<file path="src/rtl/core/cfbd_pkg.sv">
`default_nettype none

package cfbd_pkg;

    localparam int FRAME_BUFFER_BYTES_DEF = 32;

    localparam logic [7:0] SYNC_BYTE = 8'hA5;
    localparam logic [7:0] TAIL_BYTE = 8'h5A;
    localparam logic [7:0] EXT_FLAG  = 8'h10;
    localparam logic [7:0] LEN_MASK  = 8'h0F;

    localparam int LEN_W  = 4;
    localparam int OFF_W  = 5;    // holds any byte offset inside one frame (max 23 bytes)
    localparam int OUT_W  = 56;   // 49 payload bits padded to whole bytes
    localparam int PAD_W  = OUT_W - 49;

    // which byte of the buffered frame a read fetches
    typedef enum logic [2:0] {
        RD_HEAD,
        RD_CTRL,
        RD_FLAGS,
        RD_TAIL,
        RD_ID,
        RD_DATA
    } rd_kind_t;

    typedef struct packed {
        logic     wr_byte;
        logic     rd_req;
        rd_kind_t rd_kind;
        logic     cap_flags;
        logic     cap_ctrl;
        logic     clr_idx;
        logic     step_idx;
        logic     shift_id;
        logic     load_out;
        logic     drop_one;
        logic     drop_frame;
    } cfbd_cmd_t;

    typedef struct packed {
        logic count_zero;
        logic count_lt3;
        logic full;
        logic rx_sync;
        logic frame_short;
        logic tail_ok;
        logic is_sync;
        logic id_done;
        logic data_done;
        logic out_free;
    } cfbd_sts_t;

endpackage

`default_nettype wire

</file>
<file path="src/rtl/core/can_frame_byte_deframer_unit.sv">
// Results: a byte that completes a good frame starts the buffer reads for flags, tail, control,
// id and data bytes; each result is loaded into the output register once that register is free.
// Input: s_tready is high only in idle, so a new byte is taken only after the frame buffer
// read sequence for the last byte has ended; a bad-tail rescan adds reads for each dropped byte.
// Reset: control state and fill count clear at once; the frame buffer keeps its contents.
`default_nettype none

module can_frame_byte_deframer_unit
    import cfbd_pkg::*;
#(
    parameter int FRAME_BUFFER_BYTES = FRAME_BUFFER_BYTES_DEF
)
(
    input  wire logic             clk,
    input  wire logic             rst_n,
    input  wire logic             s_tvalid,
    output logic                  s_tready,
    input  wire logic [7:0]       s_tdata,   // rx_byte
    output logic                  m_tvalid,
    input  wire logic             m_tready,
    output logic [OUT_W-1:0]      m_tdata,   // port, extended, frame_id, length, data_byte, pad
    output logic                  m_tuser,   // byte_present
    output logic                  m_tlast
);

    cfbd_cmd_t cmd;
    cfbd_sts_t sts;

    cfbd_ctrl u_ctrl (
        .clk      (clk),
        .rst_n    (rst_n),
        .in_valid (s_tvalid),
        .in_ready (s_tready),
        .sts      (sts),
        .cmd      (cmd)
    );

    cfbd_dpath #(
        .FRAME_BUFFER_BYTES (FRAME_BUFFER_BYTES)
    ) u_dpath (
        .clk      (clk),
        .rst_n    (rst_n),
        .cmd      (cmd),
        .sts      (sts),
        .rx_byte  (s_tdata),
        .m_tvalid (m_tvalid),
        .m_tready (m_tready),
        .m_tdata  (m_tdata),
        .m_tuser  (m_tuser),
        .m_tlast  (m_tlast)
    );

endmodule

`default_nettype wire

</file>
<file path="src/rtl/core/cfbd_ctrl.sv">
`default_nettype none

module cfbd_ctrl
    import cfbd_pkg::*;
(
    input  wire logic      clk,
    input  wire logic      rst_n,
    input  wire logic      in_valid,
    output logic           in_ready,
    input  wire cfbd_sts_t sts,
    output cfbd_cmd_t      cmd
);

    typedef enum logic [3:0] {
        S_IDLE,
        S_CHK,
        S_FLAGS,
        S_LEN,
        S_TAIL,
        S_CTRL,
        S_IDRD,
        S_ID,
        S_DRD,
        S_DOUT,
        S_SCAN,
        S_SCHK
    } state_t;

    state_t state_reg;
    state_t state_next;

    always_comb
    begin
        state_next = state_reg;
        cmd        = '0;
        cmd.rd_kind = RD_HEAD;
        in_ready   = 1'b0;
        case (state_reg)
            S_IDLE:
            begin
                in_ready = 1'b1;
                // a byte is kept only once a sync heads the buffer
                if (in_valid && !sts.full && (!sts.count_zero || sts.rx_sync))
                begin
                    cmd.wr_byte = 1'b1;
                    state_next  = S_CHK;
                end
            end
            S_CHK:
            begin
                if (sts.count_lt3)
                begin
                    state_next = S_IDLE;
                end
                else
                begin
                    cmd.rd_req  = 1'b1;
                    cmd.rd_kind = RD_FLAGS;
                    state_next  = S_FLAGS;
                end
            end
            S_FLAGS:
            begin
                cmd.cap_flags = 1'b1;
                state_next    = S_LEN;
            end
            S_LEN:
            begin
                if (sts.frame_short)
                begin
                    state_next = S_IDLE;
                end
                else
                begin
                    cmd.rd_req  = 1'b1;
                    cmd.rd_kind = RD_TAIL;
                    state_next  = S_TAIL;
                end
            end
            S_TAIL:
            begin
                if (!sts.tail_ok)
                begin
                    cmd.drop_one = 1'b1;
                    state_next   = S_SCAN;
                end
                else
                begin
                    cmd.rd_req  = 1'b1;
                    cmd.rd_kind = RD_CTRL;
                    cmd.clr_idx = 1'b1;
                    state_next  = S_CTRL;
                end
            end
            S_CTRL:
            begin
                cmd.cap_ctrl = 1'b1;
                state_next   = S_IDRD;
            end
            S_IDRD:
            begin
                cmd.rd_req  = 1'b1;
                cmd.rd_kind = RD_ID;
                state_next  = S_ID;
            end
            S_ID:
            begin
                cmd.shift_id = 1'b1;
                if (sts.id_done)
                begin
                    cmd.clr_idx = 1'b1;
                    state_next  = S_DRD;
                end
                else
                begin
                    cmd.step_idx = 1'b1;
                    state_next   = S_IDRD;
                end
            end
            S_DRD:
            begin
                cmd.rd_req  = 1'b1;
                cmd.rd_kind = RD_DATA;
                state_next  = S_DOUT;
            end
            S_DOUT:
            begin
                if (sts.out_free)
                begin
                    cmd.load_out = 1'b1;
                    if (sts.data_done)
                    begin
                        cmd.drop_frame = 1'b1;
                        state_next     = S_SCAN;
                    end
                    else
                    begin
                        cmd.step_idx = 1'b1;
                        state_next   = S_DRD;
                    end
                end
            end
            S_SCAN:
            begin
                if (sts.count_zero)
                begin
                    state_next = S_IDLE;
                end
                else
                begin
                    cmd.rd_req  = 1'b1;
                    cmd.rd_kind = RD_HEAD;
                    state_next  = S_SCHK;
                end
            end
            S_SCHK:
            begin
                if (sts.is_sync)
                begin
                    state_next = S_CHK;
                end
                else
                begin
                    cmd.drop_one = 1'b1;
                    state_next   = S_SCAN;
                end
            end
            default:
            begin
                state_next = S_IDLE;
            end
        endcase
    end

    always_ff @(posedge clk or negedge rst_n)
    begin
        if (!rst_n)
        begin
            state_reg <= S_IDLE;
        end
        else
        begin
            state_reg <= state_next;
        end
    end

endmodule

`default_nettype wire

</file>
<file path="src/rtl/core/cfbd_dpath.sv">
`default_nettype none

module cfbd_dpath
    import cfbd_pkg::*;
#(
    parameter int FRAME_BUFFER_BYTES = FRAME_BUFFER_BYTES_DEF
)
(
    input  wire logic             clk,
    input  wire logic             rst_n,
    input  wire cfbd_cmd_t        cmd,
    output cfbd_sts_t             sts,
    input  wire logic [7:0]       rx_byte,
    output logic                  m_tvalid,
    input  wire logic             m_tready,
    output logic [OUT_W-1:0]      m_tdata,
    output logic                  m_tuser,
    output logic                  m_tlast
);

    localparam int PW = $clog2(FRAME_BUFFER_BYTES);
    localparam int CW = $clog2(FRAME_BUFFER_BYTES + 1);
    localparam int SW = PW + 1;
    localparam logic [SW-1:0] DEPTH_S = SW'(FRAME_BUFFER_BYTES);
    localparam logic [CW-1:0] DEPTH_C = CW'(FRAME_BUFFER_BYTES);
    localparam logic [OFF_W-1:0] HDR_CLASSIC = OFF_W'(5);
    localparam logic [OFF_W-1:0] HDR_EXT     = OFF_W'(8);

    logic [7:0]       mem [FRAME_BUFFER_BYTES];
    logic [7:0]       rd_data_reg;
    logic [PW-1:0]    head_reg;
    logic [PW-1:0]    head_next;
    logic [CW-1:0]    count_reg;
    logic [CW-1:0]    count_next;
    logic [3:0]       port_reg;
    logic             ext_reg;
    logic [LEN_W-1:0] len_reg;
    logic [31:0]      id_reg;
    logic [LEN_W-1:0] idx_reg;
    logic             out_valid_reg;
    logic [OUT_W-1:0] out_data_reg;
    logic             out_user_reg;
    logic             out_last_reg;

    logic [OFF_W-1:0] total;
    logic [OFF_W-1:0] rd_off;
    logic [OFF_W-1:0] drop_amt;
    logic [SW-1:0]    rd_sum;
    logic [SW-1:0]    wr_sum;
    logic [SW-1:0]    drop_sum;
    logic [PW-1:0]    rd_addr;
    logic [PW-1:0]    wr_addr;
    logic [7:0]       out_byte;

    assign total = {1'b0, len_reg} + (ext_reg ? HDR_EXT : HDR_CLASSIC);

    always_comb
    begin
        case (cmd.rd_kind)
            RD_HEAD:  rd_off = OFF_W'(0);
            RD_CTRL:  rd_off = OFF_W'(1);
            RD_FLAGS: rd_off = OFF_W'(2);
            RD_TAIL:  rd_off = total - OFF_W'(1);
            RD_ID:    rd_off = OFF_W'(3) + OFF_W'(idx_reg);
            RD_DATA:  rd_off = (ext_reg ? OFF_W'(7) : OFF_W'(4)) + OFF_W'(idx_reg);
            default:  rd_off = OFF_W'(0);
        endcase
    end

    // circular addressing: offsets stay below the depth, so one subtract wraps
    always_comb
    begin
        rd_sum = {1'b0, head_reg} + SW'(rd_off);
        if (rd_sum >= DEPTH_S)
        begin
            rd_sum = rd_sum - DEPTH_S;
        end
        rd_addr = rd_sum[PW-1:0];

        wr_sum = {1'b0, head_reg} + SW'(count_reg[PW-1:0]);
        if (wr_sum >= DEPTH_S)
        begin
            wr_sum = wr_sum - DEPTH_S;
        end
        wr_addr = wr_sum[PW-1:0];
    end

    always_comb
    begin
        drop_amt = cmd.drop_frame ? total : OFF_W'(1);
        drop_sum = {1'b0, head_reg} + SW'(drop_amt);
        if (drop_sum >= DEPTH_S)
        begin
            drop_sum = drop_sum - DEPTH_S;
        end
        head_next  = head_reg;
        count_next = count_reg;
        if (cmd.wr_byte)
        begin
            count_next = count_reg + CW'(1);
        end
        else if (cmd.drop_one || cmd.drop_frame)
        begin
            head_next  = drop_sum[PW-1:0];
            count_next = count_reg - CW'(drop_amt);
        end
    end

    always_ff @(posedge clk)
    begin
        if (cmd.wr_byte)
        begin
            mem[wr_addr] <= rx_byte;
        end
        if (cmd.rd_req)
        begin
            rd_data_reg <= mem[rd_addr];
        end
    end

    always_ff @(posedge clk or negedge rst_n)
    begin
        if (!rst_n)
        begin
            head_reg      <= '0;
            count_reg     <= '0;
            idx_reg       <= '0;
            out_valid_reg <= 1'b0;
        end
        else
        begin
            head_reg  <= head_next;
            count_reg <= count_next;
            if (cmd.clr_idx)
            begin
                idx_reg <= '0;
            end
            else if (cmd.step_idx)
            begin
                idx_reg <= idx_reg + LEN_W'(1);
            end
            if (cmd.load_out)
            begin
                out_valid_reg <= 1'b1;
            end
            else if (m_tready)
            begin
                out_valid_reg <= 1'b0;
            end
        end
    end

    assign out_byte = (len_reg != '0) ? rd_data_reg : 8'h00;

    always_ff @(posedge clk)
    begin
        if (cmd.cap_flags)
        begin
            ext_reg <= (rd_data_reg & EXT_FLAG) != 8'h00;
            len_reg <= LEN_W'(rd_data_reg & LEN_MASK);
        end
        if (cmd.cap_ctrl)
        begin
            port_reg <= rd_data_reg[3:0];
        end
        // cleared with the index so a classic id comes out zero-extended
        if (cmd.clr_idx && !cmd.shift_id)
        begin
            id_reg <= '0;
        end
        else if (cmd.shift_id)
        begin
            id_reg <= {id_reg[23:0], rd_data_reg};
        end
        if (cmd.load_out)
        begin
            out_data_reg <= {{PAD_W{1'b0}}, out_byte, len_reg, id_reg, ext_reg, port_reg};
            out_user_reg <= len_reg != '0;
            out_last_reg <= sts.data_done;
        end
    end

    assign sts.count_zero  = count_reg == '0;
    assign sts.count_lt3   = count_reg < CW'(3);
    assign sts.full        = count_reg == DEPTH_C;
    assign sts.rx_sync     = rx_byte == SYNC_BYTE;
    assign sts.frame_short = count_reg < CW'(total);
    assign sts.tail_ok     = rd_data_reg == TAIL_BYTE;
    assign sts.is_sync     = rd_data_reg == SYNC_BYTE;
    assign sts.id_done     = idx_reg == (ext_reg ? LEN_W'(3) : LEN_W'(0));
    assign sts.data_done   = (len_reg == '0) || (idx_reg == len_reg - LEN_W'(1));
    assign sts.out_free    = !out_valid_reg || m_tready;

    assign m_tvalid = out_valid_reg;
    assign m_tdata  = out_data_reg;
    assign m_tuser  = out_user_reg;
    assign m_tlast  = out_last_reg;

`ifndef SYNTHESIS
    assert property (@(posedge clk) disable iff (!rst_n)
        count_reg <= DEPTH_C)
        else $error("buffer fill beyond depth");
    assert property (@(posedge clk) disable iff (!rst_n)
        cmd.wr_byte |-> !sts.full)
        else $error("write into a full buffer");
    assert property (@(posedge clk) disable iff (!rst_n)
        cmd.drop_frame |-> !sts.frame_short)
        else $error("frame drop larger than fill");
    assert property (@(posedge clk) disable iff (!rst_n)
        cmd.drop_one |-> !sts.count_zero)
        else $error("byte drop from an empty buffer");
    assert property (@(posedge clk) disable iff (!rst_n)
        (m_tvalid && !m_tready) |=> $stable(out_data_reg))
        else $error("result overwritten before transaction");
`endif

endmodule

`default_nettype wire

</file>
<file path="config.mk">
export PLATFORM = sky130hd
export DESIGN_NAME = can_frame_byte_deframer_unit
export DESIGN_NICKNAME = d
export VERILOG_FILES = /design/src/rtl/core/cfbd_pkg.sv /design/src/rtl/core/can_frame_byte_deframer_unit.sv /design/src/rtl/core/cfbd_ctrl.sv /design/src/rtl/core/cfbd_dpath.sv
export SDC_FILE = /design/constraint.sdc
export NUM_CORES = 1
export LEC_CHECK = 0
export BUFFER_PORTS_ARGS = -buffer_cell sky130_fd_sc_hd__clkbuf_2
export CELL_PAD_IN_SITES_DETAIL_PLACEMENT = 0
export CELL_PAD_IN_SITES_GLOBAL_PLACEMENT = 1
export CORE_AREA = 5 5 181 183
export DETAILED_ROUTE_END_ITERATION = 6
export DIE_AREA = 0 0 186 188
export MAX_ROUTING_LAYER = met4
export PLACE_DENSITY_LB_ADDON = 0.1
export SETUP_SLACK_MARGIN = 0.2
export SLEW_MARGIN = 20
export SYNTH_ARGS = -nofsm -noshare
export SYNTH_HDL_FRONTEND = slang
export SYNTH_HIERARCHICAL = 1
export SYNTH_SLANG_ARGS = --single-unit
</file>
<file path="constraint.sdc">
create_clock -name clk -period 8.1 [get_ports clk]
set_clock_uncertainty 0.1 [all_clocks]
set_input_delay 0.405 -clock clk [delete_from_list [all_inputs] [get_ports clk]]
set_output_delay 0.405 -clock clk [all_outputs]
set_load 0.005 [all_outputs]
</file>
# [Yosys cells after proc, flatten, opt, wreduce, memory -nomap -nowiden]
# Memories as Yosys holds them, arrays and structs flattened. A register that Yosys moved wholly into a read port is not among the register bits.
# Index checks and enable logic that the tools add are counted.
[word_totals] mem_bits_rw=256 regBits=112 memories=1 in_bits=12 word_cells=130 output_inout_bits=60
[classes] n_reduce_logical=20 magnitude_cmp=5 bitwise_logic=1 muxes=52 add_sub_neg=14 n_eq_ne=24
[mem_list] name="u_dpath.mem" words=32 word_bits=8 read_ports=1 rd_ports_with_merged_regs=1 write_ports=1 line="cfbd_dpath.sv:29" rtl="logic [7:0] mem [FRAME_BUFFER_BYTES];"
[ops] operator="4-bit two-way mux" count=13
[ops] operator="4-bit case mux with 12 select lines" count=1
[ops] operator="5-bit case mux with 5 select lines" count=1
[ops] operator="4-bit case mux with 6 select lines" count=1
[ops] operator="1-bit two-way mux" count=22
[ops] operator="5-bit two-way mux" count=4
[ops] operator="5-bit by 1-bit subtractor with 5-bit output, second input constant" count=4
[ops] operator="5-bit by 5-bit adder with 6-bit output" count=3
[ops] operator="6-bit >= comparator, second input constant" count=3
[ops] operator="4-bit by 3-bit equality test with 1-bit output, second input constant" count=4
[ops] operator="4-bit equality test, second input constant" count=4
[ops] operator="8-bit equality test, second input constant" count=2
[ops] operator="6-bit two-way mux" count=2
[ops] operator="4-bit by 2-bit equality test with 1-bit output, second input constant" count=2
[ops] operator="4-bit equality test" count=2
[ops] operator="8-bit by 7-bit equality test with 1-bit output, second input constant" count=1
[ops] operator="4-bit logical NOT" count=2
[ops] operator="2-bit two-way mux" count=4
[ops] operator="6-bit by 1-bit adder with 6-bit output, second input constant" count=1
[ops] operator="3-bit by 2-bit equality test with 1-bit output, second input constant" count=2
[ops] operator="3-bit equality test, second input constant" count=2
[ops] operator="6-bit equality test, second input constant" count=1
[ops] operator="6-bit logical NOT" count=1
[ops] operator="6-bit by 2-bit less-than comparator with 1-bit output, second input constant" count=1
[ops] operator="20 further kinds" count=33

# [Logic depth before layout (Yosys ltp)]
# Gate-level depths: netlist of run 1.
[logic_depth] word_depth=10 depth_mapped=27 mapped_depth_nobuf=26

# [Modules after synthesis]
# Netlist of run 1, hierarchy kept.
[modules_own_cells] mod="cfbd_dpath" cells_each=928 n_inst=1 area_each_um2=15404.8 seq_area_each_um2=10770.3
[modules_own_cells] mod="cfbd_ctrl" cells_each=72 n_inst=1 area_each_um2=513.0 seq_area_each_um2=100.1

# [Worst setup path before layout of run 1]
# OpenSTA, ideal clock, no wires.
[synth_timing] kind="flip-flop to flip-flop" start="reg u_dpath.ext_reg" end="reg u_dpath.rd_data_reg[0] (read register of u_dpath.mem), data pin" path_stages_with_launch=25 path_slack_ps=2066 n_path_buf=2 period_less_slack_ps=6034 arrival_ps=5658 required_time_ps=7724 setup_time_ps=276 path_cell_list="edfxtp_1 -> inv_1 -> ha_1 -> ha_1 -> xor2_1 -> inv_1 -> ha_1 -> a21boi_0 -> o21ai_0 -> nand2b_1 -> a211oi_1 -> a2111oi_2 -> nor2b_1 -> and2_1 -> nand2_1 -> ha_1 -> fa_1 -> a21oi_1 -> fa_1 -> clkbuf_1 -> clkbuf_1 -> mux4_2 -> mux2_2 -> a21oi_1 -> mux2i_1"
[synth_rtl] element="start, declared" line="cfbd_dpath.sv:36" rtl="logic ext_reg;"
[synth_rtl] element="start signal, assigned" line="cfbd_dpath.sv:159" rtl="ext_reg <= (rd_data_reg & EXT_FLAG) != 8'h00;"
[synth_rtl] element="end, declared" line="cfbd_dpath.sv:30" rtl="logic [7:0] rd_data_reg;"

==> results of run 1 <==
-- routing by layer --
metal  routed length (um)  global-route usage  up-vias
met3                 1993             0.03298       63
met4                  851             0.05297        0
met1                14320              0.2727     4279
met5                    0                   -        -
li1                     -                   -     3965
met2                16600              0.3265      218
-- metrics by stage --
stage                     utilization  total power (W)
after floorplan                     -         0.005442
after global routing           0.5840         0.008920
after global placement         0.5375         0.006573
after CTS                      0.5838         0.008489
after detailed placement       0.5394         0.006607
final                          0.5840         0.008374
-- power breakdown --
part	total, W	internal, W	leakage (nW)	switching, W
Clock	0.00186	0.00112	0.673	0.000738
Sequential	0.00263	0.00241	3.43	0.000220
Combinational	0.00389	0.00179	2.20	0.00210
-- cells by family (layout without fill, tap and decap cells) --
| logic type | Yosys count | after routing | share of synthesized area |
|---|---|---|---|
| flops | 376 | 376 | 0.6829 |
| simple gates | 235 | 235 | 0.07334 |
| compound gates | 128 | 128 | 0.04968 |
| mux | 109 | 109 | 0.1202 |
| buf+inv | 77 | 180 | 0.02114 |
| fa+ha+maj | 38 | 38 | 0.03223 |
| xor+xnor | 36 | 36 | 0.02028 |
| other cells | 1 | 7 | 0.0002356 |
-- cells in the final DEF, fill, tap and decap left out, types with 10 or more instances in the layout --
cell type | Yosys | final
mux2_2 | 17 | 17
nand2_1 | 65 | 65
xor2_1 | 16 | 15
o21ai_0 | 45 | 45
clkbuf_16 | 0 | 44
nor2_1 | 74 | 73
mux2i_1 | 28 | 28
mux4_2 | 64 | 64
ha_1 | 33 | 32
buf_4 | 7 | 10
xnor2_1 | 19 | 18
a21oi_1 | 39 | 38
inv_1 | 28 | 27
clkbuf_2 | 0 | 64
dfrtp_1 | 20 | 20
nor2b_1 | 15 | 15
dfxtp_1 | 32 | 32
nand2b_1 | 40 | 40
edfxtp_1 | 324 | 324
a21o_1 | 11 | 11
-- layout make-up --
class / instances / area [um^2]
flip-flops and latches: 376 / 10870
well taps: 402 / 503.0
inverters: 28 / 106.4
clock buffers: 55 / 1182
fillers: 2438 / 12920
repair buffers: 79 / 493.0
multi-input cells: 553 / 4802
clock inverters: 18 / 185.2
-- critical path, delay by kind of cell (launching register included) --
| family | cells | cell delay, ns |
|---|---|---|
| buffers and inverters | 4 | 0.63 |
| adder cells (fa/ha/maj) | 6 | 1.97 |
| multiplexers | 3 | 0.76 |
| flip-flops | 1 | 0.43 |
| AO/OA/AOI/OAI | 7 | 1.74 |
| XOR/XNOR | 1 | 0.29 |
| AND/OR/NAND/NOR | 5 | 0.77 |
-- worst max path at each step --
stage / from / to / slack, ns / cells past startpoint
after CTS: u_dpath/ext_reg / u_dpath/rd_data_reg[6] / 1.04 / 24
after global routing: u_dpath/ext_reg / u_dpath/rd_data_reg[6] / 0.62 / 24
after detailed placement: u_dpath/ext_reg / u_dpath/rd_data_reg[6] / 1.09 / 24
final: u_dpath/ext_reg / u_dpath/rd_data_reg[6] / 1.08 / 26
after global placement: u_dpath/ext_reg / u_dpath/rd_data_reg[6] / 0.97 / 26
after floorplan: u_dpath/ext_reg / u_dpath/rd_data_reg[0] / 2.07 / 24
==> run_summary.xml, run 1 <==
<?xml version="1.0" encoding="UTF-8"?>
<metrics>
  <group name="outcome">
    <metric name="outcome" unit="">finished, final reports clean</metric>
  </group>
  <group name="yosys">
    <metric name="most_common_flop_cell_mapped_by_yosys" unit="">edfxtp_1</metric>
    <metric name="synth.avg_cell_area" unit="um^2">15.92</metric>
    <metric name="ys.warnings.count" unit="">6</metric>
    <metric name="post-synth-top-area-cell" unit="">edfxtp_1</metric>
    <metric name="synthDominantCellAreaShare" unit="">0.6112</metric>
    <metric name="yosys_register_bits" unit="">376</metric>
    <metric name="syn-cell-area" unit="um^2">15920</metric>
    <metric name="synth.yosys.seq_area_share" unit="">0.6829</metric>
    <metric name="postSynth.asyncResetShare" unit="">0.05319</metric>
    <metric name="synthDistinctLibCells" unit="">66</metric>
    <metric name="synth_cells" unit="">1000</metric>
    <metric name="yosys-top-cells-area" unit="">edfxtp_1 61%, mux4_2 9.1%, dfxtp_1 4.0%</metric>
    <metric name="yosys-top-cells-count" unit="">324 x edfxtp_1, 74 x nor2_1, 65 x nand2_1, 64 x mux4_2, 45 x o21ai_0</metric>
    <metric name="dominant_cell_by_count_in_the_synthesized_netlist" unit="">edfxtp_1</metric>
    <metric name="synth_edf_count" unit="">324</metric>
  </group>
  <group name="route">
    <metric name="wirelength" unit="um">33760</metric>
    <metric name="initialDrtViolationCount" unit="">474</metric>
    <metric name="post-route-drc-count" unit="">0</metric>
    <metric name="drtAntennaViolNets" unit="">0</metric>
    <metric name="first_pass_iters" unit="">5</metric>
    <metric name="detail_route.wl_per_cell" unit="um">22.34</metric>
    <metric name="drt_via_density" unit="">5.642</metric>
    <metric name="dr_total_vias" unit="">8525</metric>
  </group>
  <group name="power_and_ir_drop">
    <metric name="leakagePower" unit="nW">6.308</metric>
    <metric name="power-per-cell-area" unit="nW/um^2">461.5</metric>
    <metric name="irDropWorstVdd" unit="mV">0.3641</metric>
  </group>
  <group name="timing">
    <metric name="worst_hold_slack" unit="ns">0.1461</metric>
    <metric name="setup_viol" unit="">0</metric>
    <metric name="hold_violations" unit="">0</metric>
    <metric name="final.setup.tns" unit="ns">0</metric>
    <metric name="timing.max_slew.rel_slack" unit="">0.3975</metric>
    <metric name="grt_setup_unrepaired" unit="">no</metric>
    <metric name="worst-slew-pin-transition" unit="ns">0.9005</metric>
    <metric name="fin_ws" unit="ns">1.077</metric>
    <metric name="finalCriticalPeriod" unit="ns">7.023</metric>
    <metric name="final-max-slew-violation-count" unit="">0</metric>
    <metric name="achievable_frequency" unit="MHz">142.4</metric>
    <metric name="post-route-period-util" unit="">0.8670</metric>
  </group>
  <group name="clock_tree">
    <metric name="worst_skew_pair.late_latency" unit="ns">0.53</metric>
    <metric name="reg_clk_slew_reported_paths" unit="ns">0.06</metric>
    <metric name="clock_sinks" unit="">376</metric>
    <metric name="tritoncts" unit="">done</metric>
    <metric name="postCtsSetupBuffers" unit="">0</metric>
    <metric name="post_cts.resized_instances" unit="">0</metric>
    <metric name="cts_max_path_buffers" unit="">3</metric>
    <metric name="buffer_cell_driving_the_clock_tree_root" unit="">clkbuf_16</metric>
    <metric name="cts_hold_buf" unit="">1</metric>
    <metric name="clock_tree.htree_level_count" unit="">2</metric>
    <metric name="cts_made_buffers" unit="">41</metric>
  </group>
  <group name="worst_setup_path">
    <metric name="r2r_slack" unit="ns">1.08</metric>
    <metric name="data_required_time_at_the_worst_endpoint" unit="ns">8.24</metric>
    <metric name="critPathLaunchType" unit="">register</metric>
    <metric name="worst_ep_arrival" unit="ns">7.17</metric>
    <metric name="crit_path_max_fanout" unit="">47</metric>
    <metric name="regToRegStartpoint" unit="">u_dpath/ext_reg</metric>
    <metric name="reg2reg_depth" unit="">26</metric>
    <metric name="critical_path.reg2reg.endpoint" unit="">u_dpath/rd_data_reg[6]</metric>
    <metric name="path_common_cell" unit="">ha_1</metric>
    <metric name="setup.worst_path.end_class" unit="">register</metric>
    <metric name="critical-path-max-stage-delay" unit="ns">0.88</metric>
    <metric name="timing_worst_setup_path_type" unit="">register to register</metric>
    <metric name="critical-path-slowest-cell" unit="">fa_2</metric>
  </group>
  <group name="placed_design">
    <metric name="detailedPlace.worstSlack" unit="ns">1.092</metric>
    <metric name="detailedPlacementHpwl" unit="um">21190</metric>
    <metric name="dp_cells" unit="">1437</metric>
    <metric name="finalWeightedCongestion" unit="">0.7786</metric>
    <metric name="port_buffers" unit="">64</metric>
    <metric name="place_area" unit="um^2">16760</metric>
  </group>
  <group name="global_route">
    <metric name="grt.overflow.total" unit="">0</metric>
    <metric name="grt_antenna_before_repair" unit="">1</metric>
    <metric name="grt_pass1_vias" unit="">8792</metric>
    <metric name="grt_pass1_wl" unit="um">52660</metric>
    <metric name="grt_use_total" unit="">0.2029</metric>
    <metric name="grt_max_degree" unit="">54</metric>
  </group>
  <group name="floorplan">
    <metric name="initial_core_util" unit="">0.5124</metric>
    <metric name="core" unit="um^2">31070</metric>
    <metric name="rows" unit="">65</metric>
    <metric name="io_pins" unit="">72</metric>
    <metric name="dieWidth" unit="um">186</metric>
    <metric name="fp.dieH" unit="um">188</metric>
    <metric name="fp.dieArea" unit="um^2">34970</metric>
  </group>
  <group name="cells_and_area">
    <metric name="nNetsFinal" unit="">1129</metric>
    <metric name="ratio_of_cells_with_drive_above_1_in_the_final_layout" unit="">0.2119</metric>
    <metric name="stdcell_count" unit="">1511</metric>
    <metric name="largest_register_ff_count" unit="">256</metric>
    <metric name="n_antenna_cell" unit="">0</metric>
    <metric name="areaGrowthSynthToFinish" unit="%">13.98</metric>
    <metric name="final_design_area_no_fill" unit="um^2">18140</metric>
  </group>
  <group name="min_path">
    <metric name="worstHoldPathCells" unit="">3</metric>
    <metric name="path_type_of_the_worst_min_delay_path" unit="">primary input to register</metric>
    <metric name="whs_endpoint" unit="">u_dpath/m_tvalid</metric>
    <metric name="worst_min_path_start" unit="">m_tready</metric>
  </group>
  <group name="job">
    <metric name="maxCapViolations" unit="">0</metric>
  </group>
</metrics>
No activity file was read; power rests on OpenSTA's default activity.
==> inputs of run 2 (changes only) <==
CORE_AREA = 5 5 184 186   (was 5 5 181 183)
DIE_AREA = 0 0 189 191   (was 0 0 186 188)
SYNTH_HIERARCHICAL = not set   (was 1)
clock period = 6.7 ns   (was 8.1 ns; I/O delays follow)
==> run_summary.xml, run 2 <==
<?xml version="1.0" encoding="UTF-8"?>
<metrics>
  <group name="job">
    <metric name="maxCapViolations" unit="">0</metric>
  </group>
  <group name="outcome">
    <metric name="outcome" unit="">finished, final reports clean</metric>
  </group>
  <group name="route">
    <metric name="detail_route.wl_per_cell" unit="um">22.46</metric>
    <metric name="first_pass_iters" unit="">4</metric>
    <metric name="drt_via_density" unit="">5.558</metric>
    <metric name="dr_total_vias" unit="">8298</metric>
    <metric name="wirelength" unit="um">33530</metric>
    <metric name="drtAntennaViolNets" unit="">0</metric>
    <metric name="post-route-drc-count" unit="">0</metric>
    <metric name="initialDrtViolationCount" unit="">642</metric>
  </group>
  <group name="timing">
    <metric name="setup_viol" unit="">0</metric>
    <metric name="finalCriticalPeriod" unit="ns">5.961</metric>
    <metric name="hold_violations" unit="">0</metric>
    <metric name="timing.max_slew.rel_slack" unit="">0.3624</metric>
    <metric name="worst_hold_slack" unit="ns">0.03729</metric>
    <metric name="worst-slew-pin-transition" unit="ns">0.9528</metric>
    <metric name="post-route-period-util" unit="">0.8897</metric>
    <metric name="final-max-slew-violation-count" unit="">0</metric>
    <metric name="grt_setup_unrepaired" unit="">no</metric>
    <metric name="final.setup.tns" unit="ns">0</metric>
    <metric name="achievable_frequency" unit="MHz">167.8</metric>
  </group>
  <group name="cells_and_area">
    <metric name="ratio_of_cells_with_drive_above_1_in_the_final_layout" unit="">0.2212</metric>
    <metric name="largest_register_ff_count" unit="">256</metric>
    <metric name="stdcell_count" unit="">1493</metric>
    <metric name="layout_common_cells" unit="">324 x edfxtp_1, 84 x nand2_1, 78 x nor2_1</metric>
    <metric name="layout.cells.most_common" unit="">edfxtp_1</metric>
    <metric name="final_design_area_no_fill" unit="um^2">17990</metric>
    <metric name="fin_util" unit="">0.5600</metric>
    <metric name="nNetsFinal" unit="">1102</metric>
    <metric name="areaGrowthSynthToFinish" unit="%">13.96</metric>
    <metric name="n_antenna_cell" unit="">0</metric>
  </group>
  <group name="yosys">
    <metric name="most_common_flop_cell_mapped_by_yosys" unit="">edfxtp_1</metric>
    <metric name="post_synth_mux_area_share" unit="">0.1248</metric>
    <metric name="ys.warnings.count" unit="">0</metric>
    <metric name="synth-xor-area-share" unit="">0.02053</metric>
    <metric name="dominant_cell_by_count_in_the_synthesized_netlist" unit="">edfxtp_1</metric>
    <metric name="synth.yosys.seq_area_share" unit="">0.6886</metric>
    <metric name="synth.avg_cell_area" unit="um^2">16.17</metric>
    <metric name="synth_edf_count" unit="">324</metric>
    <metric name="synthDominantCellAreaShare" unit="">0.6163</metric>
    <metric name="yosys_register_bits" unit="">376</metric>
    <metric name="synth_compound_area_frac" unit="">0.04446</metric>
    <metric name="post-synth-top-area-cell" unit="">edfxtp_1</metric>
    <metric name="yosys-top-cells-area" unit="">edfxtp_1 62%, mux4_2 9.1%, dfxtp_1 4.1%</metric>
    <metric name="largest_family_of_logic_cells_by_synthesized_area" unit="">multiplexers</metric>
    <metric name="syn-cell-area" unit="um^2">15790</metric>
    <metric name="yosys-top-cells-count" unit="">324 x edfxtp_1, 84 x nand2_1, 80 x nor2_1, 70 x a21oi_1, 64 x mux4_2</metric>
    <metric name="postSynth.asyncResetShare" unit="">0.05319</metric>
    <metric name="synth_cells" unit="">976</metric>
    <metric name="synthDistinctLibCells" unit="">64</metric>
    <metric name="fraction_of_the_mapped_netlist_area_in_simple_logic_gates" unit="">0.06911</metric>
    <metric name="synth_fa_ha_area_frac" unit="">0.03170</metric>
  </group>
  <group name="worst_setup_path">
    <metric name="worst_ep_arrival" unit="ns">6.12</metric>
    <metric name="timing_worst_setup_path_type" unit="">register to register</metric>
    <metric name="crit_path_max_fanout" unit="">54</metric>
    <metric name="critPathLaunchType" unit="">register</metric>
    <metric name="data_required_time_at_the_worst_endpoint" unit="ns">6.86</metric>
    <metric name="setup.worst_path.end_class" unit="">register</metric>
  </group>
  <group name="placed_design">
    <metric name="place_area" unit="um^2">16560</metric>
    <metric name="finalWeightedCongestion" unit="">0.7908</metric>
    <metric name="port_buffers" unit="">64</metric>
    <metric name="detailedPlacementHpwl" unit="um">21170</metric>
    <metric name="dp_cells" unit="">1417</metric>
  </group>
  <group name="floorplan">
    <metric name="fp.dieArea" unit="um^2">36100</metric>
    <metric name="dieWidth" unit="um">189</metric>
    <metric name="fp.dieH" unit="um">191</metric>
    <metric name="initial_core_util" unit="">0.4914</metric>
    <metric name="rows" unit="">66</metric>
    <metric name="io_pins" unit="">72</metric>
    <metric name="core" unit="um^2">32120</metric>
  </group>
  <group name="power_and_ir_drop">
    <metric name="power-per-cell-area" unit="nW/um^2">572.1</metric>
    <metric name="irDropWorstVdd" unit="mV">0.5115</metric>
    <metric name="power_switching_share" unit="">0.3624</metric>
    <metric name="power_frac_clock" unit="">0.226</metric>
    <metric name="switching_power" unit="W">0.003730</metric>
    <metric name="leakagePower" unit="nW">6.279</metric>
    <metric name="internal_power_component" unit="W">0.006561</metric>
    <metric name="combinationalPowerShare" unit="">0.462</metric>
    <metric name="share_seq_of_total_power" unit="">0.311</metric>
  </group>
  <group name="clock_tree">
    <metric name="reg_clk_slew_reported_paths" unit="ns">0.06</metric>
    <metric name="worst_skew_pair.late_latency" unit="ns">0.55</metric>
    <metric name="postCtsSetupBuffers" unit="">0</metric>
    <metric name="clock_tree.htree_level_count" unit="">2</metric>
    <metric name="post_cts.resized_instances" unit="">0</metric>
    <metric name="tritoncts" unit="">done</metric>
    <metric name="buffer_cell_driving_the_clock_tree_root" unit="">clkbuf_16</metric>
    <metric name="cts_max_path_buffers" unit="">3</metric>
    <metric name="clock_sinks" unit="">376</metric>
    <metric name="cts_made_buffers" unit="">41</metric>
  </group>
  <group name="global_route">
    <metric name="grt_pass1_wl" unit="um">51880</metric>
    <metric name="grt_use_total" unit="">0.1930</metric>
    <metric name="grt_max_degree" unit="">55</metric>
    <metric name="grt_antenna_before_repair" unit="">0</metric>
    <metric name="grt_pass1_vias" unit="">8453</metric>
    <metric name="grt.overflow.total" unit="">0</metric>
  </group>
  <group name="min_path">
    <metric name="path_type_of_the_worst_min_delay_path" unit="">primary input to register</metric>
  </group>
</metrics>
-- run 2: cell types whose count changed after synthesis, moves of 5 or more --
cell / change
nor2_1: +6
nor2b_1: -8
nand2b_1: -33
o21ai_0: -38
inv_1: -7
and2b_1: +6
a211oi_1: -5
a21oi_1: +31
nand2_1: +19
-- run 2: cell families after synthesis --
| logic type | Yosys count |
|---|---|
| AND/OR/NAND/NOR | 232 |
| flip-flops | 376 |
| multiplexers | 114 |
| AO/OA/AOI/OAI | 113 |
| XOR/XNOR | 34 |
| other | 1 |
| adder cells (fa/ha/maj) | 37 |
| buffers and inverters | 69 |
-- run 2: layout make-up --
| class | count | area (um^2) |
|---|---|---|
| Clock buffer | 57 | 1159 |
| Clock inverter | 18 | 257.7 |
| Fill cell | 2558 | 14130 |
| Inverter | 21 | 78.83 |
| Multi-Input combinational cell | 537 | 4676 |
| Sequential cell | 376 | 10870 |
| Tap cell | 408 | 510.5 |
| Timing Repair Buffer | 76 | 437.9 |
-- run 2: path summary, 6_finish.rpt --
kind / slack (ns) / cells past startpoint / end / startpoint
max in group asynchronous: 5.85 / 2 / u_dpath.idx_reg[0] / rst_n
min in group asynchronous: 0.26 / 2 / u_dpath.m_tvalid / rst_n
max reg2reg: 0.74 / 19 / u_dpath.rd_data_reg[2] / u_dpath.len_reg[2]
max: 0.74 / 19 / u_dpath.rd_data_reg[2] / u_dpath.len_reg[2]
min: 0.04 / 3 / u_dpath.m_tvalid / m_tready
min reg2reg: 0.32 / 0 / u_dpath.m_tdata[3] / u_dpath.port_reg[3]
-- run 2: metrics by stage --
stage / setup slack, ns / total power (W)
5_1_grt: 0.4233 / 0.01093
4_1_cts: 0.7714 / 0.01044
2_1_floorplan: 0.9476 / 0.006670
3_5_place_dp: 0.7630 / 0.008091
6_report: 0.7390 / 0.01029
3_3_place_gp: 0.8855 / 0.008046
-- run 2: worst max-delay path, cell delays in order, from the launching register on --
cell and delay (ns):
edfxtp_1 0.50, ha_1 0.45, a31oi_1 0.23, xor2_1 0.42
ha_1 0.33, a21o_1 0.18, a211oi_1 0.22, o21ai_0 0.14
nand4_1 0.21, inv_1 0.10, o21ai_0 0.18, a22o_1 0.20
ha_4 0.15, inv_1 0.04, fa_2 0.77, buf_12 0.35
mux4_2 0.38, mux2_2 0.30, a21oi_1 0.27, mux2i_1 0.12
-- run 2: power by group through the flow --
| stage | combinational, W | clock (W) | sequential (W) |
|---|---|---|---|
| 2_1_floorplan | 0.00356 | 0 | 0.00311 |
| 3_3_place_gp | 0.00479 | 0 | 0.00325 |
| 3_5_place_dp | 0.00484 | 0 | 0.00325 |
| 4_1_cts | 0.00485 | 0.00238 | 0.00321 |
| 5_1_grt | 0.00520 | 0.00249 | 0.00324 |
| 6_report | 0.00476 | 0.00233 | 0.00320 |
-- run 2: routing by layer --
layer | share of wire | GRT usage | vias up
met5 | 0 | - | -
met1 | 0.45 | 0.2680 | 4185
li1 | - | - | 3863
met4 | 0.017 | 0.04288 | 0
met2 | 0.49 | 0.3081 | 204
met3 | 0.045 | 0.02904 | 46
-- run 2: repair_timing --
action,4_1_cts,5_1_grt
hold buffers,1,0
endpoints found under the hold margin,20,0
endpoints found under the setup margin,0,0
